### src/hw/rtl/lsm_pkg.sv
// Shared types and constants for the line substring matcher.
package lsm_pkg;

   // Pattern storage is fixed at two 64-bit words.
   localparam int PAT_BYTES  = 16;
   localparam int LEN_W      = 5;
   localparam int CSR_IDX_W  = 2;
   localparam int CSR_DATA_W = 64;
   localparam int LINE_IDX_W = 16;

   // Depth of the queue between front and back.
   localparam int QUEUE_DEPTH = 2;
   localparam int QPTR_W      = $clog2(QUEUE_DEPTH);
   localparam int QCNT_W      = $clog2(QUEUE_DEPTH + 1);

   localparam logic [7:0] NUL_CHAR     = 8'h00;
   localparam logic [7:0] NEWLINE_CHAR = 8'h0A;
   localparam logic [7:0] UPPER_FIRST  = 8'h41;
   localparam logic [7:0] UPPER_LAST   = 8'h5A;
   localparam logic [7:0] CASE_OFFSET  = 8'h20;

   typedef enum logic [CSR_IDX_W-1:0] {
      CSR_PATTERN_LOW    = 2'd0,
      CSR_PATTERN_HIGH   = 2'd1,
      CSR_PATTERN_LENGTH = 2'd2,
      CSR_IGNORE_CASE    = 2'd3
   } csr_index_type;

   // One classified text byte, as handed from front to back.
   typedef struct packed {
      logic [PAT_BYTES-1:0] eq;         // byte equals pattern byte i (within length)
      logic [PAT_BYTES-1:0] mask;       // bits below the active length
      logic [PAT_BYTES-1:0] top;        // one-hot at active length - 1
      logic                 empty;      // active pattern is empty
      logic                 is_nul;
      logic                 is_newline;
      logic                 is_last;
   } lsm_item_type;

endpackage

### src/hw/rtl/lsm_channels.sv
// Valid/ready channel interfaces for text requests, line results and register writes.
interface lsm_req_if;
   logic       valid;
   logic       ready;
   logic [7:0] text_byte;
   logic       end_of_text;

   modport source (output valid, output text_byte, output end_of_text, input ready);
   modport sink   (input valid, input text_byte, input end_of_text, output ready);
endinterface

interface lsm_rsp_if;
   import lsm_pkg::*;
   logic                  valid;
   logic                  ready;
   logic                  line_hit;
   logic [LINE_IDX_W-1:0] line_index;
   logic                  any_hit;
   logic                  final_line;

   modport source (output valid, output line_hit, output line_index, output any_hit,
                   output final_line, input ready);
   modport sink   (input valid, input line_hit, input line_index, input any_hit,
                   input final_line, output ready);
endinterface

interface lsm_csr_if;
   import lsm_pkg::*;
   logic                  valid;
   logic                  ready;
   logic [CSR_IDX_W-1:0]  index;
   logic [CSR_DATA_W-1:0] data;

   modport source (output valid, output index, output data, input ready);
   modport sink   (input valid, input index, input data, output ready);
endinterface

### src/hw/rtl/line_substring_matcher_unit.sv
// Top level of the line substring matcher.
//
// Text bytes enter on req_bus (text_byte, end_of_text), one request per byte.
// Each line that ends (newline byte, LINE_BUF-1 bytes, or end_of_text) gives one
// result on rsp_bus: line_hit, line_index, any_hit and final_line.
// csr_bus writes the pattern words, pattern length and case folding; it is
// always ready and should be used only while no text is in flight.
// Throughput: one byte per cycle while rsp_bus does not stall, limited by the
// shift-and update in the back end. The byte that ends a line enters the queue
// at the edge that accepts its request; the back end loads the result register
// when it takes that byte from the queue, and the line result is then valid.
// When rsp_bus stalls, the result register holds, the two-entry queue fills
// and req_bus.ready drops; bytes that end no line keep flowing while the
// result register is empty or being drained.
// Reset clears the configuration registers, the queue and all line and match state; the
// first byte after reset starts line zero of a new text.
module line_substring_matcher_unit #(
   parameter int PATTERN_MAX = 16,
   parameter int LINE_BUF    = 1024
) (
   input  logic     clock,
   input  logic     reset,
   lsm_req_if.sink  req_bus,
   lsm_rsp_if.source rsp_bus,
   lsm_csr_if.sink  csr_bus
);
   import lsm_pkg::*;

   localparam int VEC_W = (PATTERN_MAX < PAT_BYTES) ? PATTERN_MAX : PAT_BYTES;

   lsm_item_type front_item, back_item;
   logic         front_valid, front_ready;
   logic         back_valid, back_ready;

   lsm_front #(
      .PATTERN_MAX (PATTERN_MAX)
   ) u_front (
      .clock      (clock),
      .reset      (reset),
      .req_bus    (req_bus),
      .csr_bus    (csr_bus),
      .item       (front_item),
      .item_valid (front_valid),
      .item_ready (front_ready)
   );

   lsm_queue u_queue (
      .clock     (clock),
      .reset     (reset),
      .in_item   (front_item),
      .in_valid  (front_valid),
      .in_ready  (front_ready),
      .out_item  (back_item),
      .out_valid (back_valid),
      .out_ready (back_ready)
   );

   lsm_back #(
      .VEC_W    (VEC_W),
      .LINE_BUF (LINE_BUF)
   ) u_back (
      .clock      (clock),
      .reset      (reset),
      .item       (back_item),
      .item_valid (back_valid),
      .item_ready (back_ready),
      .rsp_bus    (rsp_bus)
   );

endmodule

### src/hw/rtl/lsm_front.sv
// Front end: configuration registers and per-byte classification against the pattern.
module lsm_front #(
   parameter int PATTERN_MAX = 16
) (
   input  logic                  clock,
   input  logic                  reset,
   lsm_req_if.sink               req_bus,
   lsm_csr_if.sink               csr_bus,
   output lsm_pkg::lsm_item_type item,
   output logic                  item_valid,
   input  logic                  item_ready
);
   import lsm_pkg::*;

   localparam int VEC_W = (PATTERN_MAX < PAT_BYTES) ? PATTERN_MAX : PAT_BYTES;

   logic [CSR_DATA_W-1:0]  pattern_low_ff, pattern_low_in;
   logic [CSR_DATA_W-1:0]  pattern_high_ff, pattern_high_in;
   logic [LEN_W-1:0]       pattern_length_ff, pattern_length_in;
   logic                   ignore_case_ff, ignore_case_in;

   logic [PAT_BYTES*8-1:0] pat_all;
   logic [LEN_W-1:0]       cap_len;
   logic [LEN_W-1:0]       active_len;
   logic [7:0]             text_fold;

   function automatic logic [7:0] fold_byte(input logic [7:0] c, input logic ic);
      logic [7:0] r;
      r = c;
      if (ic && (c inside {[UPPER_FIRST:UPPER_LAST]})) begin
         r = c + CASE_OFFSET;
      end
      return r;
   endfunction

   // Register writes
   assign csr_bus.ready = 1'b1;

   always_comb begin
      pattern_low_in    = pattern_low_ff;
      pattern_high_in   = pattern_high_ff;
      pattern_length_in = pattern_length_ff;
      ignore_case_in    = ignore_case_ff;
      if (csr_bus.valid) begin
         case (csr_index_type'(csr_bus.index))
            CSR_PATTERN_LOW:    pattern_low_in    = csr_bus.data;
            CSR_PATTERN_HIGH:   pattern_high_in   = csr_bus.data;
            CSR_PATTERN_LENGTH: pattern_length_in = csr_bus.data[LEN_W-1:0];
            CSR_IGNORE_CASE:    ignore_case_in    = csr_bus.data[0];
            default: ;
         endcase
      end
   end

   always_ff @(posedge clock) begin
      if (reset) begin
         pattern_low_ff    <= '0;
         pattern_high_ff   <= '0;
         pattern_length_ff <= '0;
         ignore_case_ff    <= 1'b0;
      end else begin
         pattern_low_ff    <= pattern_low_in;
         pattern_high_ff   <= pattern_high_in;
         pattern_length_ff <= pattern_length_in;
         ignore_case_ff    <= ignore_case_in;
      end
   end

   // Active length: saturate, then stop at the first zero pattern byte
   assign pat_all = {pattern_high_ff, pattern_low_ff};
   assign cap_len = (pattern_length_ff > LEN_W'(VEC_W)) ? LEN_W'(VEC_W) : pattern_length_ff;

   always_comb begin
      active_len = cap_len;
      for (int i = PAT_BYTES - 1; i >= 0; i--) begin
         if ((LEN_W'(i) < cap_len) && (pat_all[8*i +: 8] == NUL_CHAR)) begin
            active_len = LEN_W'(i);
         end
      end
   end

   // Classify the incoming byte
   assign text_fold = fold_byte(req_bus.text_byte, ignore_case_ff);

   always_comb begin
      for (int i = 0; i < PAT_BYTES; i++) begin
         item.mask[i] = (LEN_W'(i) < active_len);
         item.top[i]  = (LEN_W'(i + 1) == active_len);
         item.eq[i]   = (LEN_W'(i) < active_len) &&
                        (fold_byte(pat_all[8*i +: 8], ignore_case_ff) == text_fold);
      end
      item.empty      = (active_len == '0);
      item.is_nul     = (req_bus.text_byte == NUL_CHAR);
      item.is_newline = (req_bus.text_byte == NEWLINE_CHAR);
      item.is_last    = req_bus.end_of_text;
   end

   assign item_valid    = req_bus.valid;
   assign req_bus.ready = item_ready;

endmodule

### src/hw/rtl/lsm_queue.sv
// Short FIFO of classified bytes between front and back.
module lsm_queue (
   input  logic                  clock,
   input  logic                  reset,
   input  lsm_pkg::lsm_item_type in_item,
   input  logic                  in_valid,
   output logic                  in_ready,
   output lsm_pkg::lsm_item_type out_item,
   output logic                  out_valid,
   input  logic                  out_ready
);
   import lsm_pkg::*;

   lsm_item_type        slot_ff [QUEUE_DEPTH];
   logic [QPTR_W-1:0]   wr_ptr_ff, wr_ptr_in;
   logic [QPTR_W-1:0]   rd_ptr_ff, rd_ptr_in;
   logic [QCNT_W-1:0]   count_ff, count_in;
   logic                push, pop;

   assign in_ready  = (count_ff != QCNT_W'(QUEUE_DEPTH));
   assign out_valid = (count_ff != '0);
   assign out_item  = slot_ff[rd_ptr_ff];
   assign push      = in_valid && in_ready;
   assign pop       = out_valid && out_ready;

   // Pointer and fill count update
   always_comb begin
      wr_ptr_in = wr_ptr_ff;
      rd_ptr_in = rd_ptr_ff;
      count_in  = count_ff;
      if (push) begin
         wr_ptr_in = (wr_ptr_ff == QPTR_W'(QUEUE_DEPTH - 1)) ? '0 : wr_ptr_ff + 1'b1;
      end
      if (pop) begin
         rd_ptr_in = (rd_ptr_ff == QPTR_W'(QUEUE_DEPTH - 1)) ? '0 : rd_ptr_ff + 1'b1;
      end
      if (push && !pop) begin
         count_in = count_ff + 1'b1;
      end else if (pop && !push) begin
         count_in = count_ff - 1'b1;
      end
   end

   always_ff @(posedge clock) begin
      if (reset) begin
         wr_ptr_ff <= '0;
         rd_ptr_ff <= '0;
         count_ff  <= '0;
      end else begin
         wr_ptr_ff <= wr_ptr_in;
         rd_ptr_ff <= rd_ptr_in;
         count_ff  <= count_in;
      end
   end

   always_ff @(posedge clock) begin
      if (push) begin
         slot_ff[wr_ptr_ff] <= in_item;
      end
   end

endmodule

### src/hw/rtl/lsm_back.sv
// Back end: shift-and match state, line tracking and the result register.
module lsm_back #(
   parameter int VEC_W    = 16,
   parameter int LINE_BUF = 1024
) (
   input  logic                  clock,
   input  logic                  reset,
   input  lsm_pkg::lsm_item_type item,
   input  logic                  item_valid,
   output logic                  item_ready,
   lsm_rsp_if.source             rsp_bus
);
   import lsm_pkg::*;

   localparam int CNT_W = $clog2(LINE_BUF);

   logic [VEC_W-1:0]      match_vector_ff, match_vector_in;
   logic                  hit_in_line_ff, hit_in_line_in;
   logic                  nul_seen_ff, nul_seen_in;
   logic [CNT_W-1:0]      bytes_in_line_ff, bytes_in_line_in;
   logic [LINE_IDX_W-1:0] line_counter_ff, line_counter_in;
   logic                  hit_so_far_ff, hit_so_far_in;

   logic                  rsp_valid_ff, rsp_valid_in;
   logic                  rsp_line_hit_ff, rsp_line_hit_in;
   logic [LINE_IDX_W-1:0] rsp_line_index_ff, rsp_line_index_in;
   logic                  rsp_any_hit_ff, rsp_any_hit_in;
   logic                  rsp_final_line_ff, rsp_final_line_in;

   logic [VEC_W-1:0]      eq_v, mask_v, top_v, mv_step;
   logic                  take, line_end, line_hit;

   assign item_ready = !rsp_valid_ff || rsp_bus.ready;
   assign take       = item_valid && item_ready;

   assign eq_v    = item.eq[VEC_W-1:0];
   assign mask_v  = item.mask[VEC_W-1:0];
   assign top_v   = item.top[VEC_W-1:0];
   assign mv_step = ((match_vector_ff << 1) | VEC_W'(1)) & eq_v & mask_v;

   // Match and line update for one request
   always_comb begin
      match_vector_in   = match_vector_ff;
      hit_in_line_in    = hit_in_line_ff;
      nul_seen_in       = nul_seen_ff;
      bytes_in_line_in  = bytes_in_line_ff;
      line_counter_in   = line_counter_ff;
      hit_so_far_in     = hit_so_far_ff;
      rsp_valid_in      = rsp_valid_ff && !rsp_bus.ready;
      rsp_line_hit_in   = rsp_line_hit_ff;
      rsp_line_index_in = rsp_line_index_ff;
      rsp_any_hit_in    = rsp_any_hit_ff;
      rsp_final_line_in = rsp_final_line_ff;
      line_end          = 1'b0;
      line_hit          = 1'b0;
      if (take) begin
         if (!nul_seen_ff) begin
            if (item.is_nul) begin
               nul_seen_in = 1'b1;
            end else begin
               match_vector_in = mv_step;
               if ((mv_step & top_v) != '0) begin
                  hit_in_line_in = 1'b1;
               end
            end
         end
         match_vector_in  = match_vector_in & mask_v;
         bytes_in_line_in = bytes_in_line_ff + 1'b1;
         line_end = item.is_newline || item.is_last ||
                    (bytes_in_line_ff == CNT_W'(LINE_BUF - 2));
         if (line_end) begin
            line_hit          = hit_in_line_in || item.empty;
            rsp_valid_in      = 1'b1;
            rsp_line_hit_in   = line_hit;
            rsp_line_index_in = line_counter_ff;
            rsp_any_hit_in    = hit_so_far_ff || line_hit;
            rsp_final_line_in = item.is_last;
            match_vector_in   = '0;
            hit_in_line_in    = 1'b0;
            nul_seen_in       = 1'b0;
            bytes_in_line_in  = '0;
            if (item.is_last) begin
               line_counter_in = '0;
               hit_so_far_in   = 1'b0;
            end else begin
               line_counter_in = line_counter_ff + 1'b1;
               hit_so_far_in   = hit_so_far_ff || line_hit;
            end
         end
      end
   end

   always_ff @(posedge clock) begin
      if (reset) begin
         match_vector_ff  <= '0;
         hit_in_line_ff   <= 1'b0;
         nul_seen_ff      <= 1'b0;
         bytes_in_line_ff <= '0;
         line_counter_ff  <= '0;
         hit_so_far_ff    <= 1'b0;
         rsp_valid_ff     <= 1'b0;
      end else begin
         match_vector_ff  <= match_vector_in;
         hit_in_line_ff   <= hit_in_line_in;
         nul_seen_ff      <= nul_seen_in;
         bytes_in_line_ff <= bytes_in_line_in;
         line_counter_ff  <= line_counter_in;
         hit_so_far_ff    <= hit_so_far_in;
         rsp_valid_ff     <= rsp_valid_in;
      end
   end

   // Result payload
   always_ff @(posedge clock) begin
      rsp_line_hit_ff   <= rsp_line_hit_in;
      rsp_line_index_ff <= rsp_line_index_in;
      rsp_any_hit_ff    <= rsp_any_hit_in;
      rsp_final_line_ff <= rsp_final_line_in;
   end

   assign rsp_bus.valid      = rsp_valid_ff;
   assign rsp_bus.line_hit   = rsp_line_hit_ff;
   assign rsp_bus.line_index = rsp_line_index_ff;
   assign rsp_bus.any_hit    = rsp_any_hit_ff;
   assign rsp_bus.final_line = rsp_final_line_ff;

endmodule
### src/flat_wrapper.sv
// flat-port wrapper written by rule: the top's interface ports become plain ports
module line_substring_matcher_unit_flat import lsm_pkg::*;
#(
   parameter int PATTERN_MAX = 16,
   parameter int LINE_BUF    = 1024
)
  (clock, reset, req_bus_valid, req_bus_text_byte, req_bus_end_of_text, req_bus_ready, rsp_bus_valid, rsp_bus_line_hit, rsp_bus_line_index, rsp_bus_any_hit, rsp_bus_final_line, rsp_bus_ready, csr_bus_valid, csr_bus_index, csr_bus_data, csr_bus_ready);
  lsm_req_if req_bus_i ();
  lsm_rsp_if rsp_bus_i ();
  lsm_csr_if csr_bus_i ();
  input  logic clock;
  input  logic reset;
  input wire logic [$bits(req_bus_i.valid)-1:0] req_bus_valid;
  input wire logic [$bits(req_bus_i.text_byte)-1:0] req_bus_text_byte;
  input wire logic [$bits(req_bus_i.end_of_text)-1:0] req_bus_end_of_text;
  output wire logic [$bits(req_bus_i.ready)-1:0] req_bus_ready;
  output wire logic [$bits(rsp_bus_i.valid)-1:0] rsp_bus_valid;
  output wire logic [$bits(rsp_bus_i.line_hit)-1:0] rsp_bus_line_hit;
  output wire logic [$bits(rsp_bus_i.line_index)-1:0] rsp_bus_line_index;
  output wire logic [$bits(rsp_bus_i.any_hit)-1:0] rsp_bus_any_hit;
  output wire logic [$bits(rsp_bus_i.final_line)-1:0] rsp_bus_final_line;
  input wire logic [$bits(rsp_bus_i.ready)-1:0] rsp_bus_ready;
  input wire logic [$bits(csr_bus_i.valid)-1:0] csr_bus_valid;
  input wire logic [$bits(csr_bus_i.index)-1:0] csr_bus_index;
  input wire logic [$bits(csr_bus_i.data)-1:0] csr_bus_data;
  output wire logic [$bits(csr_bus_i.ready)-1:0] csr_bus_ready;
  assign req_bus_i.valid = req_bus_valid;
  assign req_bus_i.text_byte = req_bus_text_byte;
  assign req_bus_i.end_of_text = req_bus_end_of_text;
  assign req_bus_ready = req_bus_i.ready;
  assign rsp_bus_valid = rsp_bus_i.valid;
  assign rsp_bus_line_hit = rsp_bus_i.line_hit;
  assign rsp_bus_line_index = rsp_bus_i.line_index;
  assign rsp_bus_any_hit = rsp_bus_i.any_hit;
  assign rsp_bus_final_line = rsp_bus_i.final_line;
  assign rsp_bus_i.ready = rsp_bus_ready;
  assign csr_bus_i.valid = csr_bus_valid;
  assign csr_bus_i.index = csr_bus_index;
  assign csr_bus_i.data = csr_bus_data;
  assign csr_bus_ready = csr_bus_i.ready;
  line_substring_matcher_unit #(.PATTERN_MAX(PATTERN_MAX), .LINE_BUF(LINE_BUF)) u_core (.clock(clock), .reset(reset), .req_bus(req_bus_i), .rsp_bus(rsp_bus_i), .csr_bus(csr_bus_i));
endmodule
### config.mk
export PLATFORM = sky130hd
export DESIGN_NAME = line_substring_matcher_unit_flat
export DESIGN_NICKNAME = d
export VERILOG_FILES = /design/src/hw/rtl/lsm_pkg.sv /design/src/hw/rtl/lsm_channels.sv /design/src/hw/rtl/line_substring_matcher_unit.sv /design/src/hw/rtl/lsm_front.sv /design/src/hw/rtl/lsm_queue.sv /design/src/hw/rtl/lsm_back.sv /design/src/flat_wrapper.sv
export SDC_FILE = /design/constraint.sdc
export NUM_CORES = 1
export LEC_CHECK = 0
export BUFFER_PORTS_ARGS = -buffer_cell sky130_fd_sc_hd__buf_2
export CORE_ASPECT_RATIO = 0.9
export CORE_MARGIN = 3
export CORE_UTILIZATION = 60
export DETAILED_ROUTE_END_ITERATION = 10
export GPL_ROUTABILITY_DRIVEN = 0
export MAX_ROUTING_LAYER = met4
export PLACE_DENSITY = 0.83
export SLEW_MARGIN = 20
export SYNTH_ARGS = -nofsm -noshare
export SYNTH_HDL_FRONTEND = slang
export SYNTH_SLANG_ARGS = --single-unit
export TNS_END_PERCENT = 30
### constraint.sdc
create_clock -name clock -period 8 [get_ports clock]
set_input_delay 1.2 -clock clock [delete_from_list [all_inputs] [get_ports clock]]
set_output_delay 1.2 -clock clock [all_outputs]
set_load 0.05 [all_outputs]
==> flow_summary.ini <==
[pwr]
power.leakage_nw = 5.97
internal_power_mw = 2.94
power.density_nw_per_um2 = 258
pwr-share-seq = 0.444
combPwrFrac = 0.224
max-vdd-ir-drop_mv = 0.180
net-switching-power_mw = 1.38
clockPowerShare = 0.332
swShare = 0.320

[worst_setup_path]
path_class = in2reg
arrival_ns = 4.04
cp_slowest_cell = a31oi_4
critPathLaunchType = input port
crit_required_ns = 8.48
max_stage_delay_ns = 0.75
cp_cell_sequence = buf_2 > nand2b_1 > o21a_1 > inv_1 > a31oi_4 > nand3_1 > or3_1 > a21oi_1
crit_path_end_kind = flip-flop
critPathMaxFanout = 28

[synth]
synth_flop_cell = dfxtp_1
synth-seq-cells = 307
syn_area_per_cell_sq_um = 9.33
syn_inst = 1611
ys_types = 87
yosysSeqAreaShare = 0.491
netlist_area_sq_um = 15000
async_flop_share = 0
yosys_warnings = 0
syn_nets = 1712
synth_edf_count = 123

[layout]
fillers = 1901
final_util = 0.684
antennaDiodeCount = 0
multi_input_comb_area_sq_um = 7250
fin_area_sq_um = 16700
syn_to_final_growth_pct = 11.4
seqCellArea_sq_um = 7380
drive_gt1_frac = 0.136
layout.nets = 1772

[outcome]
status = finished clean

[timing]
hold-worst-slack_ns = 0.458
slew_headroom = 0.404
finalHoldViolations = 0
final.setup_skew_ns = 0.0251
setup_viol = 0
setup_slack_ns = 4.44
slew_violations = 0
rsz0062_at_grt = false
finalCritPeriodShare = 0.445
min_period_ns = 3.56
clock.fmax_mhz = 281
fin_tns_setup_ns = 0
tightest_slew_ns = 0.891

[floorplanning]
die_w_um = 173
initial_core_util = 0.614
coreArea_sq_um = 24500
dieArea_sq_um = 27000
rows = 54
boundaryPins = 102
die_y_um = 156

[clock_network]
cts_sinks = 307
root_buffer = clkbuf_16
cts-hold-fix-buffers = 0
numCtsBuffers = 31
clockBufferDepth = 3
cts_tree = yes
cts_setup_buffers = 0
ctsResizeCount = 0
clock_latency_ns = 0.57
h-tree-depth = 1
clk_pin_slew_ns = 0.06

[placed_design]
port_buffers = 100
place_area_sq_um = 15700
dp_hpwl_um = 25600
dpl_worst_slack_ns = 3.91

[grt]
grt_pass1_vias = 11800
antenna_found_initial = 0
grtUsageTotal = 0.282
grt_max_degree = 86
overflow = 0
grt_pass1_wl_um = 61000

[detailed_routing]
firstDrtPassIters = 6
vias = 12500
drt_iter0_drc = 1220
post_drt_wl_per_cell_um = 18.7
drc_errors = 0
drt-total-wl_um = 37900
vias_per_cell = 6.13
antenna_left = 0

[flow_run]
drv_cap = 0

[worst_hold_path]
hp-class = reg2reg
[kinds of logic after synthesis]
group | count (synthesis) | synth area share
other | 1 | 0.000250
AND/OR/NAND/NOR | 664 | 0.212
buffers and inverters | 107 | 0.0301
XOR/XNOR | 144 | 0.0839
adder cells (fa/ha/maj) | 21 | 0.0175
flip-flops | 307 | 0.491
multiplexers | 37 | 0.0257
AO/OA/AOI/OAI | 330 | 0.140
[worst paths after layout]
kind / slack, ns / depth (start not counted) / startpoint / endpoint
hold / removal: 0.46 / 0 / u_core.u_back.line_counter_ff[15]$_SDFFE_PP0P_ / u_core.u_back.rsp_bus.line_index[15]$_DFFE_PP_
hold reg to reg: 0.46 / 0 / u_core.u_back.line_counter_ff[15]$_SDFFE_PP0P_ / u_core.u_back.rsp_bus.line_index[15]$_DFFE_PP_
setup reg to reg: 4.49 / 7 / u_core.u_front.pattern_length_ff[4]$_SDFFE_PP0P_ / u_core.u_queue.slot_ff[1][41]$_DFFE_PP_
setup / recovery: 4.44 / 8 / rsp_bus_ready / u_core.u_back.line_counter_ff[8]$_SDFFE_PP0P_
[layout by cell type, fill, tap and decap left out, drive strengths merged, types with 7 or more instances in the layout]
cell and instances:
a21boi 12, a21oi 183, a22oi 14, a31oi 8, a32oi 10, buf 112
clkbuf 39, clkinv 11, dfxtp 184, edfxtp 123, ha 21, inv 26
mux2 13, mux2i 24, nand2 321, nand3 51, nand3b 10, nand4 25
nor2 111, nor3 33, nor4 31, o21ai 42, o31ai 7, o41ai 10
or3 19, or4 19, xnor2 62, xor2 82
[final cells by class]
cell class | count | area share
inverter | 22 | 0.00493
clock buffer | 39 | 0.0506
sequential | 307 | 0.441
tap | 336 | 0.0251
clock inverter | 19 | 0.00994
timing repair buffer | 112 | 0.0354
multi-input combinational | 1197 | 0.433
[flip-flops by register name, indices dropped and copies added, names as in the netlist, 2 cells and up, named ones only]
signal / cells
u_core.u_back.bytes_in_line_ff: 10
u_core.u_back.line_counter_ff: 16
u_core.u_back.match_vector_ff: 15
u_core.u_back.rsp_bus.line_index: 16
u_core.u_front.pattern_high_ff: 64
u_core.u_front.pattern_length_ff: 5
u_core.u_front.pattern_low_ff: 64
u_core.u_queue.count_ff: 2
u_core.u_queue.slot_ff: 104
[synth_stat cells, types with 32 or more instances]
master	instances	area (sq um)
nand3_1	50	250
xnor2_1	62	543
xor2_1	82	718
nand2_1	320	1200
o21ai_0	38	190
edfxtp_1	123	3690
dfxtp_1	184	3680
nor3_1	32	160
nor2_1	109	409
clkbuf_1	50	188
a21oi_1	181	906
[power by group through the flow]
stage,logic [mW],clock network [mW],registers (mW)
after floorplan,0.608,0,2.05
after global placement,0.924,0,1.94
after detailed placement,0.952,0,1.95
after CTS,0.959,1.45,1.92
after global routing,1.05,1.51,1.94
final,0.967,1.44,1.92
[critical path: cells and delay by family]
| kind | cells | cell delay, ns |
|---|---|---|
| AOI/OAI and AO/OA | 3 | 1.62 |
| and+or+nand+nor | 3 | 0.88 |
| buffers and inverters | 2 | 0.33 |
[layer usage]
layer | GRT usage | up-vias | share of wire
met4 | 0.108 | 0 | 0.037
met2 | 0.447 | 510 | 0.47
met3 | 0.0387 | 119 | 0.073
li1 | - | 5854 | -
met5 | - | - | 0
met1 | 0.372 | 5979 | 0.42
[metrics by stage]
stage	total power [mW]	cells
floorplan	2.66	1611
global placement	2.87	1974
detailed placement	2.91	1974
CTS	4.33	2032
global route	4.50	2032
finish	4.33	2032
Power figures use the tool's default switching activity.
